### config.mk
export PLATFORM = sky130hd
export DESIGN_NAME = ztt_ctrl
export DESIGN_NICKNAME = d
export VERILOG_FILES = /design/src/rtl/core/ztt_pkg.sv /design/src/rtl/core/ztt_ctrl.sv
export SDC_FILE = /design/constraint.sdc
export NUM_CORES = 1
export LEC_CHECK = 0
export BUFFER_PORTS_ARGS = -buffer_cell sky130_fd_sc_hd__buf_2
export CORE_AREA = 3 3 40 42
export DETAILED_ROUTE_END_ITERATION = 16
export DIE_AREA = 0 0 43 45
export PLACE_DENSITY_LB_ADDON = 0.25
export SLEW_MARGIN = 20
export SYNTH_ARGS = -nofsm -noshare
export SYNTH_HDL_FRONTEND = slang
export SYNTH_SLANG_ARGS = --single-unit
### constraint.sdc
create_clock -name clk -period 2.5 [get_ports clk]
set_input_delay 0.5 -clock clk [delete_from_list [all_inputs] [get_ports clk]]
set_output_delay 0.5 -clock clk [all_outputs]
set_load 0.01 [all_outputs]
### src/rtl/core/ztt_pkg.sv
// Shared types and constants for the Zobrist transposition table.
`default_nettype none

package ztt_pkg;

    // Fixed field widths of the stream items
    localparam int MODE_W   = 3;
    localparam int POS_W    = 4;
    localparam int IKEY_W   = 32;
    localparam int CHECK_W  = 64;
    localparam int SCORE_W  = 16;
    localparam int DEPTH_IN_W = 8;
    localparam int KIND_W   = 2;
    localparam int S_DATA_W = 168;
    localparam int M_DATA_W = 16;

    // Operation codes carried in the mode field
    localparam logic [MODE_W-1:0] MODE_LOAD   = 3'd0;
    localparam logic [MODE_W-1:0] MODE_CLEAR  = 3'd1;
    localparam logic [MODE_W-1:0] MODE_TOGGLE = 3'd2;
    localparam logic [MODE_W-1:0] MODE_LOOKUP = 3'd3;
    localparam logic [MODE_W-1:0] MODE_STORE  = 3'd4;

    // Bound kinds of a stored entry
    localparam logic [KIND_W-1:0] KIND_EXACT = 2'd0;
    localparam logic [KIND_W-1:0] KIND_LOWER = 2'd1;
    localparam logic [KIND_W-1:0] KIND_UPPER = 2'd2;

    typedef struct packed {
        logic load_in;     // latch the item, launch both memory reads
        logic commit;      // apply the operation, load the result register
        logic clear_step;  // invalidate one entry of the clearing pass
    } ztt_cmd_t;

    typedef struct packed {
        logic clear_last;  // clearing pass is at its final entry
        logic out_free;    // result register can take a new item
    } ztt_status_t;

endpackage

`default_nettype wire

### src/rtl/core/ztt_ctrl.sv
// Controller state machine for the Zobrist transposition table.
`default_nettype none

module ztt_ctrl
    import ztt_pkg::*;
(
    input  wire logic        clk,
    input  wire logic        rst_n,
    input  wire logic        s_tvalid,
    output logic             s_tready,
    input  wire ztt_status_t status,
    output ztt_cmd_t         cmd
);

    localparam logic [1:0] ST_CLEAR = 2'd0;
    localparam logic [1:0] ST_IDLE  = 2'd1;
    localparam logic [1:0] ST_EXEC  = 2'd2;

    logic [1:0] state_reg;
    logic [1:0] state_next;

    always_comb
    begin
        state_next = state_reg;
        cmd        = '0;
        s_tready   = 1'b0;
        unique case (state_reg)
            ST_CLEAR:
            begin
                cmd.clear_step = 1'b1;
                if (status.clear_last)
                begin
                    state_next = ST_IDLE;
                end
            end
            ST_IDLE:
            begin
                s_tready    = 1'b1;
                cmd.load_in = s_tvalid;
                if (s_tvalid)
                begin
                    state_next = ST_EXEC;
                end
            end
            ST_EXEC:
            begin
                // hold until the result register frees up
                if (status.out_free)
                begin
                    cmd.commit = 1'b1;
                    state_next = ST_IDLE;
                end
            end
            default:
            begin
                state_next = ST_CLEAR;
            end
        endcase
    end

    always_ff @(posedge clk or negedge rst_n)
    begin
        if (!rst_n)
        begin
            state_reg <= ST_CLEAR;
        end
        else
        begin
            state_reg <= state_next;
        end
    end

endmodule

`default_nettype wire

* Yosys cells after proc, flatten, opt, wreduce, memory -nomap -nowiden
Cells that the tools add are included.
** Storage, ports and cells
- Output and inout port bits :: 4
- Input port bits :: 5
- Bits in registers :: 2
- Word-level logic and storage cells :: 17
** Operators by class
- Reductions and logical operators :: 2
- Eq/ne operators :: 5
- Muxes and demuxes :: 9
** Operators with widths (number)
- $mux W2 :: 3
- $ne A2 B2 Y1 const B :: 3
- $pmux W2 S3 :: 1
- $mux W1 :: 5
- $reduce_and A3 Y1 :: 1
- $eq A2 B1 Y1 const B :: 1
- $eq A2 B2 Y1 const B :: 1
- $logic_not A2 Y1 :: 1

* Depth between registers and ports, before layout
- Depth in word-level cells :: 3
- Depth in mapped cells :: 2
- Mapped depth without buffers :: 2

* Worst setup path after synthesis
No wires, ideal clock.
- Path kind :: input to output
- Start point :: in status[0] (netlist bit)
- End point :: out cmd[1] (netlist bit)
- Stages on the path :: 2
- Arrival time :: 701 ps
- Path buffers :: 0
- Required time :: 2000 ps
- Slack :: 1299 ps
- Cell sequence :: nand2_1 -> nor2_1
** RTL lines
- from (decl) :: RTL line ztt_ctrl.sv:11 : input wire ztt_status_t status,
- to (decl) :: RTL line ztt_ctrl.sv:12 : output ztt_cmd_t cmd

==> flow_summary.json <==
{
  "setup_viol": 0,
  "worst_pin_slew_ns": 0.1868,
  "grt-ovfl-total": 0,
  "finalCoreUtilization": 0.1529,
  "ys_types": 10,
  "crit_buf_inv": 1,
  "final_common_cell": "buf_2",
  "drt_iter0_drc": 2,
  "rows": 13,
  "finalMaxSlewViolations": 0,
  "synthCells": 12,
  "avgViaCountPerCell": 3.263,
  "clock-sinks": 2,
  "path_clk_slew_ns": 0.03,
  "ir_drop_uv": 246.0,
  "core_area_sq_um": 1285,
  "htreeDepth": 1,
  "arrival_ns": 1.03,
  "final_antenna_net_count": 0,
  "critPathSlowestCell": "dfrtp_1",
  "cpPeakStageDelay_ns": 0.42,
  "grt_antenna_before_repair": 0,
  "layout.cells.non_filler": 38,
  "die_h_um": 45,
  "cts_tree": "done",
  "hold_path.class": "primary input to asynchronous set/reset pin",
  "power_density_nw_per_um2": 1185,
  "ys_ff_latch": 2,
  "timing.setup.tns_ns": 0,
  "die_x_um": 43,
  "largest_reg_flops": 2,
  "holdWs_ns": 0.05815,
  "cp_top_family": "flip-flops",
  "relSlewSlack": 0.8754,
  "grt_pass1_wl_um": 572,
  "end_kind": "output port",
  "cts-resized-gates": 0,
  "cts-root-buf": "clkbuf_4",
  "grt.total_usage": 0.05000,
  "post-cts-setup-buffers": 0,
  "clkLatencyLatePin_ns": 0.22,
  "drive_above_1_share": 0.5217,
  "leakage_nw": 0.1058,
  "required_ns": 2.00,
  "placedCellCount": 35,
  "max_freq_ghz": 0.6529,
  "io_buffers": 8,
  "path_class": "flop to output port",
  "syn2layout_area_growth_pct": 70.65,
  "grt_pass1_vias": 141,
  "ioPinCount": 9,
  "dr.pass1.iters": 2,
  "outcome": "complete, no violations",
  "synth-warning-count": 0,
  "synthesis.area_sq_um": 115.1,
  "routed_wl_um": 343,
  "yosysSeqAreaShare": 0.4348,
  "drcViolationCount": 0,
  "finalCritPeriodShare": 0.6127,
  "hold_viol_final": 0,
  "synthesis.nets": 17,
  "cts_hold_buf": 0,
  "wl_per_cell_um": 9.026,
  "cap_viol_max_count": 0,
  "initial_core_util": 0.08958,
  "skew_ns": 0.0008598,
  "cts-buffers-inserted": 3,
  "die_area_sq_um": 1935,
  "num_antenna_cells": 0,
  "period_minus_slack_ns": 1.532,
  "finalNetCount": 30,
  "rsz0062_at_grt": "false",
  "place_congestion": 0.6130,
  "design_power_total_uw": 232.8,
  "syn_avg_cell_area_sq_um": 9.593,
  "grt_max_degree": 7,
  "vias": 124,
  "clockBufferDepth": 2,
  "path_cells": "and3b_1 > buf_2",
  "final_cell_mix": "8 x buf_2, 3 x clkbuf_4, 2 x nor2_1, 2 x dfrtp_1",
  "startpoint_type": "flop",
  "cp_max_fo": 6
}
## where the power goes
| group | internal (mW) | leakage, nW | total, mW | switching (mW) |
|---|---|---|---|---|
| sequential | 0.0478 | 0.0252 | 0.0701 | 0.0223 |
| combinational | 0.0491 | 0.0668 | 0.0914 | 0.0423 |
| clock | 0.0530 | 0.0138 | 0.0713 | 0.0183 |
| total | 0.150 | 0.106 | 0.233 | 0.0830 |
## cells in the mapped netlist
master	instances	area share
and2b_2	1	0.076
o2bb2ai_1	1	0.076
and3b_1	1	0.076
nor3b_1	1	0.065
dfrtp_1	2	0.43
or2_1	1	0.054
inv_1	1	0.033
nand2_1	1	0.033
nor2_1	2	0.065
mux2i_1	1	0.087
## metal layers
metal | GRT usage | vias up | part of all wire
met1 | 0.04831 | 53 | 0.46
met2 | 0.05389 | 9 | 0.38
met4 | 0.09036 | 0 | 0
met5 | 0 | - | 0
li1 | - | 62 | -
met3 | 0.02789 | 0 | 0.16
## metrics by stage
stage,setup slack [ns],instance area (sq um)
after global routing,0.8933,196.4
after detailed placement,1.095,173.9
after CTS,0.9624,196.4
after global placement,1.104,173.9
after floorplan,1.299,115.1
final,0.9683,196.4
## path summary, 6_finish.rpt
check / cells past startpoint / startpoint / slack, ns / endpoint
hold reg to reg: 1 / state_reg[0]$_DFFE_PN0P_ / 0.53 / state_reg[0]$_DFFE_PN0P_
setup / recovery: 2 / state_reg[1]$_DFFE_PN0P_ / 0.97 / cmd[2]
min in group clk: 1 / state_reg[0]$_DFFE_PN0P_ / 0.53 / state_reg[0]$_DFFE_PN0P_
max in group asynchronous: 1 / rst_n / 2.34 / state_reg[1]$_DFFE_PN0P_
setup reg to reg: 2 / state_reg[1]$_DFFE_PN0P_ / 1.52 / state_reg[1]$_DFFE_PN0P_
hold / removal: 1 / rst_n / 0.06 / state_reg[0]$_DFFE_PN0P_
## cell type report
type / count / area (sq um)
clock buffers: 3 / 22.52
flip-flops and latches: 2 / 50.05
inverters: 1 / 3.754
fillers: 150 / 1089
well taps: 15 / 18.77
repair buffers: 8 / 40.04
multi-input cells: 9 / 61.31
## logic make-up after synthesis
kind of cell,share of synthesized area
AO/OA/AOI/OAI,0.07610
AND/OR/NAND/NOR,0.3696
flip-flops,0.4348
buffers and inverters,0.03258
multiplexers,0.08696
No activity file was read; power rests on OpenSTA's default activity.
